### config.mk
export PLATFORM = sky130hd
export DESIGN_NAME = rc5_ir_frame_encoder
export DESIGN_NICKNAME = d
export VERILOG_FILES = /design/src/rc5_pkg.sv /design/src/rc5_front.sv /design/src/rc5_fifo.sv /design/src/rc5_back.sv /design/src/rc5_ir_frame_encoder.sv
export SDC_FILE = /design/constraint.sdc
export NUM_CORES = 1
export LEC_CHECK = 0
export BUFFER_PORTS_ARGS = -buffer_cell sky130_fd_sc_hd__buf_2
export CORE_MARGIN = 10
export CORE_UTILIZATION = 58
export CTS_CLUSTER_DIAMETER = 100
export DETAILED_ROUTE_END_ITERATION = 6
export GPL_ROUTABILITY_DRIVEN = 1
export PLACE_DENSITY = 0.79
export SLEW_MARGIN = 10
export SYNTH_ARGS = -nofsm -noshare
export SYNTH_HDL_FRONTEND = slang
export SYNTH_SLANG_ARGS = --single-unit
### constraint.sdc
create_clock -name clk -period 2.7 [get_ports clk]
set_input_delay 0.135 -clock clk [delete_from_list [all_inputs] [get_ports clk]]
set_output_delay 0.135 -clock clk [all_outputs]
set_load 0.005 [all_outputs]
### src/rc5_pkg.sv
package rc5_pkg;

	// Frame: start, field, toggle, five address bits, six command bits
	localparam int unsigned ADDR_W     = 5;
	localparam int unsigned CMD_W      = 7;
	localparam int unsigned FRAME_BITS = 14;
	localparam int unsigned HALF_W     = 15;
	localparam int unsigned DUR_W      = 16;
	localparam int unsigned REM_W      = 4;
	localparam int unsigned CFG_IDX_W  = 2;
	localparam int unsigned CFG_DATA_W = 16;

	localparam int unsigned FIFO_DEPTH_DEF = 2;

	localparam logic [HALF_W-1:0] HALF_BIT_RST = 15'd889;
	localparam logic [DUR_W-1:0]  END_GAP_RST  = 16'd65535;

	typedef logic [FRAME_BITS-1:0] frame_t;

	typedef enum logic [CFG_IDX_W-1:0] {
		REG_HALF_BIT = 2'd0,
		REG_END_GAP  = 2'd1
	} cfg_reg_t;

	// queue status seen by the back end
	typedef struct packed {
		logic empty;
		logic full;
	} q_stat_t;

	function automatic frame_t build_frame(
		input logic [ADDR_W-1:0] addr,
		input logic [CMD_W-1:0]  cmd,
		input logic              tgl
	);
		build_frame = {1'b1, ~cmd[CMD_W-1], tgl, addr, cmd[CMD_W-2:0]};
	endfunction

endpackage

### src/rc5_front.sv
module rc5_front import rc5_pkg::*; (
	input  logic              clk,
	input  logic              arst_n,
	input  logic              in_valid,
	output logic              in_ready,
	input  logic              action,
	input  logic [ADDR_W-1:0] address,
	input  logic [CMD_W-1:0]  command,
	input  logic              toggle_in,
	input  logic              q_full,
	output logic              push,
	output frame_t            push_frame
);

	logic toggle_q;
	logic tgl;

	assign in_ready   = ~q_full;
	assign push       = in_valid & in_ready;
	// automatic mode sends the flipped kept bit
	assign tgl        = action ? toggle_in : ~toggle_q;
	assign push_frame = build_frame(address, command, tgl);

	always_ff @(posedge clk or negedge arst_n) begin
		if (!arst_n) begin
			toggle_q <= 1'b1;
		end else if (push && !action) begin
			toggle_q <= ~toggle_q;
		end
	end

endmodule

### src/rc5_fifo.sv
module rc5_fifo import rc5_pkg::*; #(
	parameter int unsigned DEPTH = FIFO_DEPTH_DEF
) (
	input  logic    clk,
	input  logic    arst_n,
	input  logic    push,
	input  frame_t  push_frame,
	input  logic    pop,
	output frame_t  pop_frame,
	output q_stat_t stat
);

	localparam int unsigned PTR_W = (DEPTH > 1) ? $clog2(DEPTH) : 1;
	localparam int unsigned CNT_W = $clog2(DEPTH + 1);
	localparam logic [PTR_W-1:0] PTR_LAST = PTR_W'(DEPTH - 1);
	localparam logic [CNT_W-1:0] CNT_FULL = CNT_W'(DEPTH);

	frame_t           mem_q [DEPTH];
	logic [PTR_W-1:0] wr_ptr_q;
	logic [PTR_W-1:0] rd_ptr_q;
	logic [CNT_W-1:0] cnt_q;

	assign stat.empty = (cnt_q == '0);
	assign stat.full  = (cnt_q == CNT_FULL);
	assign pop_frame  = mem_q[rd_ptr_q];

	always_ff @(posedge clk) begin
		if (push) begin
			mem_q[wr_ptr_q] <= push_frame;
		end
	end

	always_ff @(posedge clk or negedge arst_n) begin
		if (!arst_n) begin
			wr_ptr_q <= '0;
			rd_ptr_q <= '0;
			cnt_q    <= '0;
		end else begin
			if (push) begin
				wr_ptr_q <= (wr_ptr_q == PTR_LAST) ? '0 : wr_ptr_q + 1'b1;
			end
			if (pop) begin
				rd_ptr_q <= (rd_ptr_q == PTR_LAST) ? '0 : rd_ptr_q + 1'b1;
			end
			if (push && !pop) begin
				cnt_q <= cnt_q + 1'b1;
			end else if (pop && !push) begin
				cnt_q <= cnt_q - 1'b1;
			end
		end
	end

endmodule

### src/rc5_back.sv
module rc5_back import rc5_pkg::*; (
	input  logic              clk,
	input  logic              arst_n,
	input  logic [HALF_W-1:0] half_bit_us,
	input  logic [DUR_W-1:0]  end_gap_us,
	input  q_stat_t           q_stat,
	input  frame_t            q_frame,
	output logic              pop,
	output logic              out_valid,
	input  logic              out_ready,
	output logic [DUR_W-1:0]  duration_us,
	output logic              is_mark,
	output logic              last
);

	typedef enum logic [1:0] {
		ST_IDLE,
		ST_BITS,
		ST_END
	} state_t;

	localparam logic [REM_W-1:0] REM_START = REM_W'(FRAME_BITS - 1);
	localparam logic [REM_W-1:0] REM_ONE   = REM_W'(1);

	state_t           state_q;
	frame_t           frame_q;
	logic [REM_W-1:0] rem_q;
	logic             second_q;
	logic             mark_q;
	logic             out_valid_q;
	logic [DUR_W-1:0] dur_q;
	logic             is_mark_q;
	logic             last_q;

	logic             adv;
	logic [DUR_W-1:0] half_dur;
	logic [DUR_W-1:0] dbl_dur;

	assign adv      = ~out_valid_q | out_ready;
	assign half_dur = {1'b0, half_bit_us};
	assign dbl_dur  = {half_bit_us, 1'b0};
	// take the next frame when idle or while the gap goes out
	assign pop = adv & ~q_stat.empty &
		((state_q == ST_IDLE) | ((state_q == ST_END) & ~frame_q[FRAME_BITS-1]));

	assign out_valid   = out_valid_q;
	assign duration_us = dur_q;
	assign is_mark     = is_mark_q;
	assign last        = last_q;

	always_ff @(posedge clk or negedge arst_n) begin
		if (!arst_n) begin
			state_q     <= ST_IDLE;
			frame_q     <= '0;
			rem_q       <= '0;
			second_q    <= 1'b0;
			mark_q      <= 1'b1;
			out_valid_q <= 1'b0;
			dur_q       <= '0;
			is_mark_q   <= 1'b0;
			last_q      <= 1'b0;
		end else if (adv) begin
			out_valid_q <= 1'b0;
			unique case (state_q)
				ST_IDLE: begin
					if (pop) begin
						frame_q  <= q_frame;
						rem_q    <= REM_START;
						second_q <= 1'b0;
						mark_q   <= 1'b1;
						state_q  <= ST_BITS;
					end
				end
				ST_BITS: begin
					out_valid_q <= 1'b1;
					is_mark_q   <= mark_q;
					last_q      <= 1'b0;
					mark_q      <= ~mark_q;
					if (frame_q[FRAME_BITS-1] != frame_q[FRAME_BITS-2]) begin
						// a level change merges two half-bits
						dur_q   <= dbl_dur;
						frame_q <= {frame_q[FRAME_BITS-2:0], 1'b0};
						rem_q   <= rem_q - 1'b1;
						if (rem_q == REM_ONE) begin
							state_q <= ST_END;
						end
					end else if (!second_q) begin
						dur_q    <= half_dur;
						second_q <= 1'b1;
					end else begin
						dur_q    <= half_dur;
						second_q <= 1'b0;
						frame_q  <= {frame_q[FRAME_BITS-2:0], 1'b0};
						rem_q    <= rem_q - 1'b1;
						if (rem_q == REM_ONE) begin
							state_q <= ST_END;
						end
					end
				end
				ST_END: begin
					out_valid_q <= 1'b1;
					is_mark_q   <= mark_q;
					if (frame_q[FRAME_BITS-1]) begin
						// closing mark of a trailing one
						dur_q   <= half_dur;
						last_q  <= 1'b0;
						mark_q  <= ~mark_q;
						frame_q <= {frame_q[FRAME_BITS-2:0], 1'b0};
					end else begin
						dur_q  <= end_gap_us;
						last_q <= 1'b1;
						if (pop) begin
							frame_q  <= q_frame;
							rem_q    <= REM_START;
							second_q <= 1'b0;
							mark_q   <= 1'b1;
							state_q  <= ST_BITS;
						end else begin
							state_q <= ST_IDLE;
						end
					end
				end
				default: begin
					state_q <= ST_IDLE;
				end
			endcase
		end
	end

endmodule

### src/rc5_ir_frame_encoder.sv
// Path: request queue, then the back end's frame register, then its output register.
// Throughput: one duration word per cycle from the back-end sequencer while out_ready is high; a frame
//   is 14 to 28 words, and the next queued frame starts right after the gap.
// Requests are taken every cycle while the request queue has room.
// Reset (arst_n low, asynchronous): queue empty, no word pending, kept toggle 1,
//   half_bit_us 889, end_gap_us 65535.
module rc5_ir_frame_encoder import rc5_pkg::*; #(
	parameter int unsigned FIFO_DEPTH = FIFO_DEPTH_DEF
) (
	input  logic                  clk,
	input  logic                  arst_n,
	input  logic                  cfg_we,
	input  logic [CFG_IDX_W-1:0]  cfg_idx,
	input  logic [CFG_DATA_W-1:0] cfg_data,
	input  logic                  in_valid,
	output logic                  in_ready,
	input  logic                  action,
	input  logic [ADDR_W-1:0]     address,
	input  logic [CMD_W-1:0]      command,
	input  logic                  toggle_in,
	output logic                  out_valid,
	input  logic                  out_ready,
	output logic [DUR_W-1:0]      duration_us,
	output logic                  is_mark,
	output logic                  last
);

	logic [HALF_W-1:0] half_bit_q;
	logic [DUR_W-1:0]  end_gap_q;

	logic    push;
	frame_t  push_frame;
	logic    pop;
	frame_t  pop_frame;
	q_stat_t q_stat;

	// Configuration registers; unknown indexes drop the write.
	always_ff @(posedge clk or negedge arst_n) begin
		if (!arst_n) begin
			half_bit_q <= HALF_BIT_RST;
			end_gap_q  <= END_GAP_RST;
		end else if (cfg_we) begin
			unique case (cfg_idx)
				REG_HALF_BIT: half_bit_q <= cfg_data[HALF_W-1:0];
				REG_END_GAP:  end_gap_q  <= cfg_data[DUR_W-1:0];
				default: ;
			endcase
		end
	end

	// Front end: apply the toggle rule and pack the 14-bit frame.
	rc5_front u_front (
		.clk        (clk),
		.arst_n     (arst_n),
		.in_valid   (in_valid),
		.in_ready   (in_ready),
		.action     (action),
		.address    (address),
		.command    (command),
		.toggle_in  (toggle_in),
		.q_full     (q_stat.full),
		.push       (push),
		.push_frame (push_frame)
	);

	// Short queue of packed frames decouples the two ends.
	rc5_fifo #(
		.DEPTH (FIFO_DEPTH)
	) u_fifo (
		.clk        (clk),
		.arst_n     (arst_n),
		.push       (push),
		.push_frame (push_frame),
		.pop        (pop),
		.pop_frame  (pop_frame),
		.stat       (q_stat)
	);

	// Back end: walk the Manchester half-bits and emit one duration word a cycle while out_ready is high.
	rc5_back u_back (
		.clk         (clk),
		.arst_n      (arst_n),
		.half_bit_us (half_bit_q),
		.end_gap_us  (end_gap_q),
		.q_stat      (q_stat),
		.q_frame     (pop_frame),
		.pop         (pop),
		.out_valid   (out_valid),
		.out_ready   (out_ready),
		.duration_us (duration_us),
		.is_mark     (is_mark),
		.last        (last)
	);

	// The final gap is always a space.
	a_gap_is_space: assert property (@(posedge clk) disable iff (!arst_n)
		out_valid && last |-> !is_mark)
		else $error("final gap marked as carrier on");

	// Marks are one or two half-bits long.
	a_mark_len: assert property (@(posedge clk) disable iff (!arst_n)
		out_valid && is_mark && !last |->
			(duration_us == {1'b0, half_bit_q}) || (duration_us == {half_bit_q, 1'b0}))
		else $error("mark duration is not a half-bit multiple");

	// Queue never reports full and empty together.
	a_q_stat: assert property (@(posedge clk) disable iff (!arst_n)
		!(q_stat.full && q_stat.empty))
		else $error("queue status inconsistent");

	// No pop from an empty queue.
	a_no_underflow: assert property (@(posedge clk) disable iff (!arst_n)
		pop |-> !q_stat.empty)
		else $error("pop from empty queue");

endmodule

# ---- Word-level counts from Yosys, hierarchy flattened
# Memory sizes are Yosys's and may differ from the RTL's.
# Cells that the tools add are included.
dict set report op_classes {
  add_sub_neg 5
  n_eq_ne 11
  mux 39
  n_bitwise 13
  n_reduce_logical 23
}
# op count
set ops {}
lappend ops {{two-way mux 14 bit} 5}
lappend ops {{case mux 14 bit (3 select lines)} 1}
lappend ops {{two-way mux 16 bit} 2}
lappend ops {{case mux 16 bit (2 select lines)} 1}
lappend ops {{two-way mux 4 bit} 4}
lappend ops {{AND reduction 4 bit} 4}
lappend ops {{two-way mux 1 bit} 14}
lappend ops {{two-way mux 2 bit} 7}
lappend ops {{case mux 4 bit (3 select lines)} 1}
lappend ops {{AND reduction 2 bit} 5}
lappend ops {{inverter 1 bit} 7}
lappend ops {{zero test 2 bit} 3}
lappend ops {{!= test 2 bit, second input constant} 3}
lappend ops {{case mux 1 bit (3 select lines)} 2}
lappend ops {{case mux 2 bit (3 select lines)} 1}
lappend ops {{AND reduction 5 bit} 1}
lappend ops {{AND 1 bit} 4}
lappend ops {{== test 2 x 1 -> 1 bit, second input constant} 2}
lappend ops {{== test 2 bit, second input constant} 2}
lappend ops {{== test 4 x 1 -> 1 bit, second input constant} 1}
lappend ops {{nonzero test 2 bit} 2}
lappend ops {{subtractor 4 x 1 -> 4 bit, second input constant} 1}
lappend ops {{logical AND 1 bit} 3}
lappend ops {{zero test 1 bit} 3}
lappend ops {{other kinds (10)} 12}
dict set report word_totals {
  regBits 77
  mem_bits_rw 26
  inputBits 37
  output_inout_bits 20
  elab_cells 108
  mem_count 1
}
# memory words word_bits rd rd_ports_with_merged_regs wr line_no
set memory_table {}
lappend memory_table {u_fifo.mem_q 2 13 1 0 1 rc5_fifo.sv:18} ;# frame_t mem_q [DEPTH];

# ---- Logic depth before layout (Yosys ltp)
# Gate-level depths: netlist of run 1.
dict set report depth {
  ltp_word 7
  depth_mapped 10
  depth_no_buf 9
}

# ---- Cells and area by module
# From an unflattened synthesis of run 1, not the netlist that was laid out.
dict set report unflattened {
  hier_cells 420
  hier_area_um2 5346.4
}
# mod n_inst cells_each area_per_inst_um2 seq_area_each_um2
set by_module_without_submodules {}
lappend by_module_without_submodules {rc5_back 1 272 2711.4 1027.2}
lappend by_module_without_submodules {rc5_fifo 1 60 1249.9 940.9}
lappend by_module_without_submodules {rc5_ir_frame_encoder 1 66 1211.2 804.5}
lappend by_module_without_submodules {rc5_front 1 22 173.9 26.3}

# ---- Worst setup path before layout of run 1
# No wires, ideal clock.
dict set report synth_timing {
  kind {register -> register}
  start {register u_back.state_q[1]}
  end {register u_back.frame_q[0]}
  setup_ns 0.125
  arrival_ns 1.834
  required_time_ns 2.575
  path_slack_ns 0.741
  stages_incl_launch_ff 10
  path_buffers 3
  period_less_slack_ns 1.959
  cell_sequence {dfrtp_1 inv_1 ha_1 buf_4 inv_2 or3_1 buf_6 nand3_4 buf_12 mux2_4}
}
dict set report synth_between {
  elab_chain_len 6
  word_cells_on_any_way 12
  classes_between {eq/ne: 5; mux: 1; bitwise: 3; reduce/logical: 3}
}
# element line_no
set synth_rtl {}
lappend synth_rtl {{start, declared} rc5_back.sv:25} ;# state_t state_q;
lappend synth_rtl {{start signal, assigned} rc5_back.sv:53} ;# state_q <= ST_IDLE;
lappend synth_rtl {{start signal, assigned} rc5_back.sv:71} ;# state_q <= ST_BITS;
lappend synth_rtl {{start signal, assigned} rc5_back.sv:85} ;# state_q <= ST_END;
lappend synth_rtl {{== test 2 bit} {rc5_back.sv:44, rc5_back.sv:64}}
lappend synth_rtl {{AND 1 bit} rc5_back.sv:44} ;# ((state_q == ST_IDLE) | ((state_q == ST_END) & ~frame_q[FRAME_BITS-1]));
lappend synth_rtl {{OR 1 bit} rc5_back.sv:44}
lappend synth_rtl {{AND 1 bit} rc5_back.sv:43} ;# assign pop = adv & ~q_stat.empty &
lappend synth_rtl {{!= test 3 x 2 -> 1 bit (no source line) or != test 2 bit (tied branches)} -}
lappend synth_rtl {{AND reduction 5 bit (no source line)} -}
lappend synth_rtl {{end signal, assigned} rc5_back.sv:67} ;# frame_q <= q_frame;
lappend synth_rtl {{end signal, assigned} rc5_back.sv:82} ;# frame_q <= {frame_q[FRAME_BITS-2:0], 1'b0};
lappend synth_rtl {{end signal, assigned} rc5_back.sv:93} ;# frame_q <= {frame_q[FRAME_BITS-2:0], 1'b0};
lappend synth_rtl {{end, declared} rc5_back.sv:26} ;# frame_t frame_q;
# Parallel ways exist; a longest one is shown, timed or not.
# A chain may end at the register's enable or synchronous reset.

# ---- Worst setup path after layout of run 1
dict set report layout_timing {
  start {register u_back.state_q[1]}
  end {register u_back.frame_q[11]}
}
# The elaborated chain is that of the path after synthesis.

==> results of run 1 <==
critical path: stages (launching register included):
cell,delay [ns]
dfrtp_1,0.41
inv_1,0.10
ha_1,0.34
inv_2,0.12
or3_1,0.56
nand3_4,0.29
mux2_2,0.37
sequential cells by signal, summed over array words and instances (netlist names):
name / cells
u_fifo.cnt_q: 2
u_front.toggle_q: 1
u_back.frame_q: 14
u_back.mark_q: 1
u_back.is_mark: 1
u_back.out_valid: 1
u_back.rem_q: 4
u_fifo.mem_q: 26
u_fifo.rd_ptr_q: 1
u_back.last: 1
u_back.duration_us: 16
end_gap_q: 16
u_fifo.wr_ptr_q: 1
u_back.state_q: 2
half_bit_q: 15
u_back.second_q: 1
routing by layer:
layer	GRT usage, %	vias up	share of wire (%)	wire length, um
met4	7.45	0	2.2	235
met2	25.9	125	47	4990
li1	-	1619	-	-
met1	21.9	1752	44	4640
met5	0	-	0	0
met3	4.10	26	6.9	735
synthesized netlist by cell type, types with 3 or more instances:
cell / number / area share (%)
o2bb2ai_1: 14 / 2.5
a22o_1: 13 / 2.3
xnor2_1: 3 / 0.53
mux2i_1: 15 / 3.0
inv_1: 12 / 0.90
ha_1: 7 / 1.8
dfrtp_1: 52 / 26
clkbuf_1: 14 / 1.1
nor2_1: 9 / 0.68
buf_2: 9 / 0.90
dfstp_2: 25 / 13
xor2_1: 5 / 0.88
a221oi_1: 25 / 4.4
nand2_1: 24 / 1.8
o21ai_0: 23 / 2.3
edfxtp_1: 26 / 16
nand2b_1: 4 / 0.50
mux2_2: 34 / 7.7
mux2_4: 10 / 3.0
a21oi_1: 3 / 0.30
a2bb2oi_1: 13 / 2.3
power breakdown:
part | total, mW | switching, mW | leakage, nW | internal (mW)
Combinational | 3.14 | 1.63 | 1.19 | 1.50
Clock | 1.09 | 0.554 | 0.116 | 0.535
Sequential | 2.63 | 0.420 | 1.14 | 2.20
Total | 6.85 | 2.61 | 2.45 | 4.24
kinds of logic after synthesis:
| kind of cell | count (synthesis) | synth area share, % |
|---|---|---|
| and+or+nand+nor | 56 | 5.95 |
| AOI/OAI and AO/OA | 115 | 18.1 |
| xor gates and xnor gates | 8 | 1.41 |
| muxes | 59 | 13.7 |
| buffers and inverters | 42 | 4.10 |
| adders and majority gates | 7 | 1.76 |
| DFF | 103 | 55.0 |
layout make-up:
cell class / count / area (um2)
Sequential cell: 103 / 2740
Fill cell: 602 / 2570
Multi-Input combinational cell: 245 / 2040
Timing Repair Buffer: 84 / 546
Tap cell: 105 / 131
Clock buffer: 9 / 124
Clock inverter: 7 / 103
Inverter: 14 / 52.6
path summary, 6_finish.rpt:
check / endpoint / depth (start not counted)
max: u_back.frame_q[11] / 6
min: end_gap_q[11] / 2
max reg2reg: u_back.frame_q[11] / 6
min reg2reg: u_back.duration_us[10] / 2
max in group asynchronous: end_gap_q[2] / 3
min in group asynchronous: u_back.duration_us[6] / 2
per-stage QoR:
step / power [mW] / cells / instance area (um2)
floorplan: 5.02 / 390 / 4980
global placement: 5.58 / 534 / 5340
detailed placement: 5.74 / 534 / 5340
CTS: 6.87 / 566 / 5720
global route: 7.34 / 567 / 5730
finish: 6.85 / 567 / 5730
==> qor.csv, run 1 <==
stage,metric,value,unit
sta,final period utilization,85.3,%
synth,Syn Std Cell Area,4980,um2
worst_setup_path,crit path launch type,flip-flop,
worst_setup_path,Crit Path Max Fanout,13,
sta,Hold WS,0.0116,ns
synth,ys async rst share,74.8,%
sta,worst slew pin tran,0.990,ns
global_routing,GR Overflow Total,0,
floorplanning,Initial Utilization,60.0,%
sta,Tmin final,2.30,ns
sta,clk_skew,0.0133,ns
sta,Max Slew Vio Count,0,
sta,setup TNS,0,ns
finish,Layout Nets,501,
sta,Final WS setup,0.397,ns
global_routing,pin count of the biggest net entering global routing,45,
sta,final hold viol count,0,
synth,syn_nets,434,
drt,Iteration-0 DRC Markers,185,
power,worst vdd ir,0.000547,V
synth,post-synth cell types,59,
clock_network,CTS H-tree lvls,3,
sta,Final setup viols,0,
drt,WL final,10600,um
finish,post-layout util,69.1,%
clock_network,CTS Buffer Depth,2,
global_routing,first-pass GRT wire length,17700,um
worst_setup_path,Critical path origin,u_back.state_q[1],
placed_design,dpl hpwl,7250,um
global_routing,GRT Total Usage,16.8,%
clock_network,CTS tree,built,
placed_design,GP Congestion,0.841,
finish,Inserted Diodes,0,
sta,FMAX,434,MHz
synth,post-synthesis register bit count,103,
finish,"commonest non-fill, non-tap cell in the layout",buf_2,
worst_hold_path,Hold WC Path Type,input port to flip-flop,
floorplanning,DIE HEIGHT,113,um
sta,Rel. slew slack,33.9,%
synth,number of synthesized flops with an enable pin,26,
floorplanning,Die Area,12700,um2
global_routing,vias in the first global route,3516,
global_routing,initial antenna violation count,0,
clock_network,post_cts resized,0,
drt,routed vias,3522,
clock_network,CTS Root Cell,clkbuf_8,
synth,Mapped Cells,390,
worst_setup_path,Critical Path AT,2.56,ns
clock_network,hold-fix buffers at CTS,16,
power,Lkg Pwr,2.45,nW
synth,ys flop type,dfrtp_1,
clock_network,cts bufs inserted,9,
power,PD cells,1200,nW/um2
clock_network,clk slew on worst S/H paths,0.11,ns
floorplanning,chip width,113,um
drt,vias per inst,6.21,
clock_network,Worst-Skew Late Latency,0.38,ns
drt,DRT Pass-1 Iters,5,
finish,share of cells above drive strength 1,34.8,%
placed_design,DP Worst Slack,0.423,ns
worst_setup_path,critical path capture point type,flip-flop,
clock_network,Sink Count,103,
sta,unrepaired setup endpoints after global routing,no,
worst_setup_path,R2R Path Start,u_back.state_q[1],
job,max-cap viol count,0,
drt,Residual DRC,0,
drt,Wirelength per Cell,18.7,um
worst_setup_path,Reg2Reg Setup Slack,0.40,ns
synth,Synth Warn #,0,
worst_hold_path,HP Start,cfg_data[11],
floorplanning,Rows,33,
floorplanning,IO Pins,57,
worst_setup_path,Setup CP Type,flip-flop to flip-flop,
finish,most frequent cells in the layout,"buf_2, dfrtp_1, mux2_2, edfxtp_1",
finish,"Area growth, synth to finish",15.1,%
synth,mean area per synthesized cell,12.8,um2
worst_setup_path,Required @ worst endpoint,2.96,ns
floorplanning,Core Region,8300,um2
drt,Final ANT Viol Nets,0,
synth,register area share after synthesis,55.0,%
clock_network,post-CTS setup buffers,0,
placed_design,Port Buffer Count,56,
status,outcome,"finished, final reports clean",
(Power assumes the default switching activity.)
==> run 2: changes to the inputs <==
CORE_MARGIN = 4   (was 10)
MAX_ROUTING_LAYER = met4   (was not set)
SKIP_CTS_REPAIR_TIMING = 1   (was not set)
==> run 2 against run 1 <==
  * Wire length is 4.5% lower
  * Sequential power fell by 2%
  * Sequential share of layout area up 0.87 points
  * Clock power is 18% lower
  * Maximum frequency decreased by 1.5%
  * Final area down 1.8%
  * Via count is 3.5% lower
  * Combinational power barely moved
  * Clock skew is essentially flat
  * Utilization shrank 1.2 points
  * Register-to-register slack worse by 0.03 ns
==> qor.csv, run 2 (synthesis gave the netlist of run 1 again) <==
stage,metric,value,unit
finish,most frequent cells in the layout,"buf_2, dfrtp_1, mux2_2, edfxtp_1",
sta,Max Slew Vio Count,0,
drt,DRT Pass-1 Iters,4,
sta,worst slew pin tran,0.949,ns
status,outcome,"finished, final reports clean",
power,Flop pwr share,39.1,%
sta,unrepaired setup endpoints after global routing,no,
sta,final period utilization,86.6,%
worst_hold_path,Hold WC Path Type,input port to flip-flop,
worst_setup_path,Crit Path Max Fanout,13,
drt,Wirelength per Cell,18.0,um
clock_network,CTS tree,built,
finish,"Area growth, synth to finish",13.0,%
power,Lkg Pwr,2.41,nW
clock_network,CTS Buffer Depth,2,
finish,multi-input combinational cell area,2040,um2
finish,fill cell count,606,
worst_setup_path,Critical Path AT,2.60,ns
finish,Top reg by flops,u_fifo.mem_q,
placed_design,GP Congestion,0.875,
power,Comb power frac,47.5,%
power,Sw Share,38.9,%
floorplanning,Rows,33,
drt,routed vias,3400,
power,worst vdd ir,0.000611,V
floorplanning,IO Pins,57,
finish,Seq. cell area,2740,um2
global_routing,first-pass GRT wire length,16600,um
clock_network,cts bufs inserted,9,
global_routing,GR Overflow Total,0,
floorplanning,chip width,101,um
power,clock network power share,13.5,%
placed_design,Port Buffer Count,56,
clock_network,Worst-Skew Late Latency,0.37,ns
drt,Final ANT Viol Nets,0,
drt,Residual DRC,0,
drt,vias per inst,6.04,
finish,share of cells above drive strength 1,35.2,%
power,Internal,4.05,mW
clock_network,CTS Root Cell,clkbuf_8,
finish,Layout Nets,497,
clock_network,Sink Count,103,
floorplanning,Initial Utilization,60.0,%
clock_network,CTS H-tree lvls,3,
placed_design,dpl hpwl,6940,um
placed_design,DP Cell Count,535,
clock_network,clk slew on worst S/H paths,0.10,ns
floorplanning,Die Area,10100,um2
sta,Rel. slew slack,36.5,%
floorplanning,DIE HEIGHT,101,um
worst_setup_path,crit path launch type,flip-flop,
finish,max reg flops,26,
floorplanning,Core Region,8300,um2
sta,clk_skew,0.0129,ns
drt,Iteration-0 DRC Markers,239,
finish,"commonest non-fill, non-tap cell in the layout",buf_2,
sta,setup TNS,0,ns
sta,Tmin final,2.34,ns
worst_setup_path,Setup CP Type,flip-flop to flip-flop,
global_routing,pin count of the biggest net entering global routing,39,
worst_setup_path,Required @ worst endpoint,2.96,ns
worst_setup_path,critical path capture point type,flip-flop,
sta,final hold viol count,0,
job,max-cap viol count,0,
sta,Final setup viols,0,
finish,Non-Filler Instances,563,
drt,WL final,10100,um
global_routing,vias in the first global route,3231,
power,Psw,2.58,mW
sta,FMAX,428,MHz
finish,Inserted Diodes,0,
power,PD cells,1180,nW/um2
global_routing,initial antenna violation count,0,
global_routing,GRT Total Usage,21.4,%
run 2: per-stage QoR:
step / setup WS, ns / total power [mW] / cell area (um2) / hold WS, ns / utilization (%)
CTS: 0.376 / 6.64 / 5510 / -0.412 / 66.4
global placement: 0.479 / 5.59 / 5330 / -0.0183 / 64.2
floorplan: 0.741 / 5.02 / 4980 / -0.161 / -
global route: 0.278 / 7.12 / 5630 / 0.00136 / 67.8
detailed placement: 0.395 / 5.74 / 5330 / -0.0129 / 64.2
finish: 0.362 / 6.64 / 5630 / 0.00335 / 67.8
run 2: layout make-up:
class,count,share of cell area (%)
tap,105,2.33
timing repair buffer,80,8.71
inverter,14,0.934
multi-input combinational,245,36.2
clock inverter,6,0.911
sequential,103,48.7
clock buffer,10,2.27
run 2: path summary, 6_finish.rpt:
kind                                   startpoint                endpoint  slack (ns)  cells after the start
max reg2reg                     u_back.state_q[1]       u_back.frame_q[9]        0.36                      6
min in group asynchronous                  arst_n   u_back.duration_us[5]        0.13                      2
max                             u_back.state_q[1]       u_back.frame_q[9]        0.36                      6
max in group asynchronous                  arst_n           end_gap_q[11]        1.80                      3
min                                  cfg_data[15]           end_gap_q[15]       0.003                      2
min reg2reg                u_back.duration_us[13]  u_back.duration_us[13]        0.48                      2
run 2: layer usage:
| layer | GRT usage (%) | wire (um) |
|---|---|---|
| met1 | 29.4 | 4580 |
| met2 | 32.6 | 4890 |
| met3 | 4.91 | 581 |
| met4 | 5.18 | 74 |
| met5 | - | 0 |
run 2: worst max-delay path: stages, from the launching register on:
cell	delay, ns
dfrtp_1	0.41
inv_1	0.10
ha_1	0.36
inv_2	0.13
or3_1	0.55
nand3_4	0.29
mux2_2	0.37
run 2: power groups by stage:
stage               clock (mW)  combinational (mW)  sequential (mW)
global route              1.00                3.48             2.65
floorplan                    0                2.54             2.48
global placement             0                3.01             2.58
CTS                      0.916                3.14             2.59
finish                   0.895                3.15             2.59
detailed placement           0                3.13             2.61
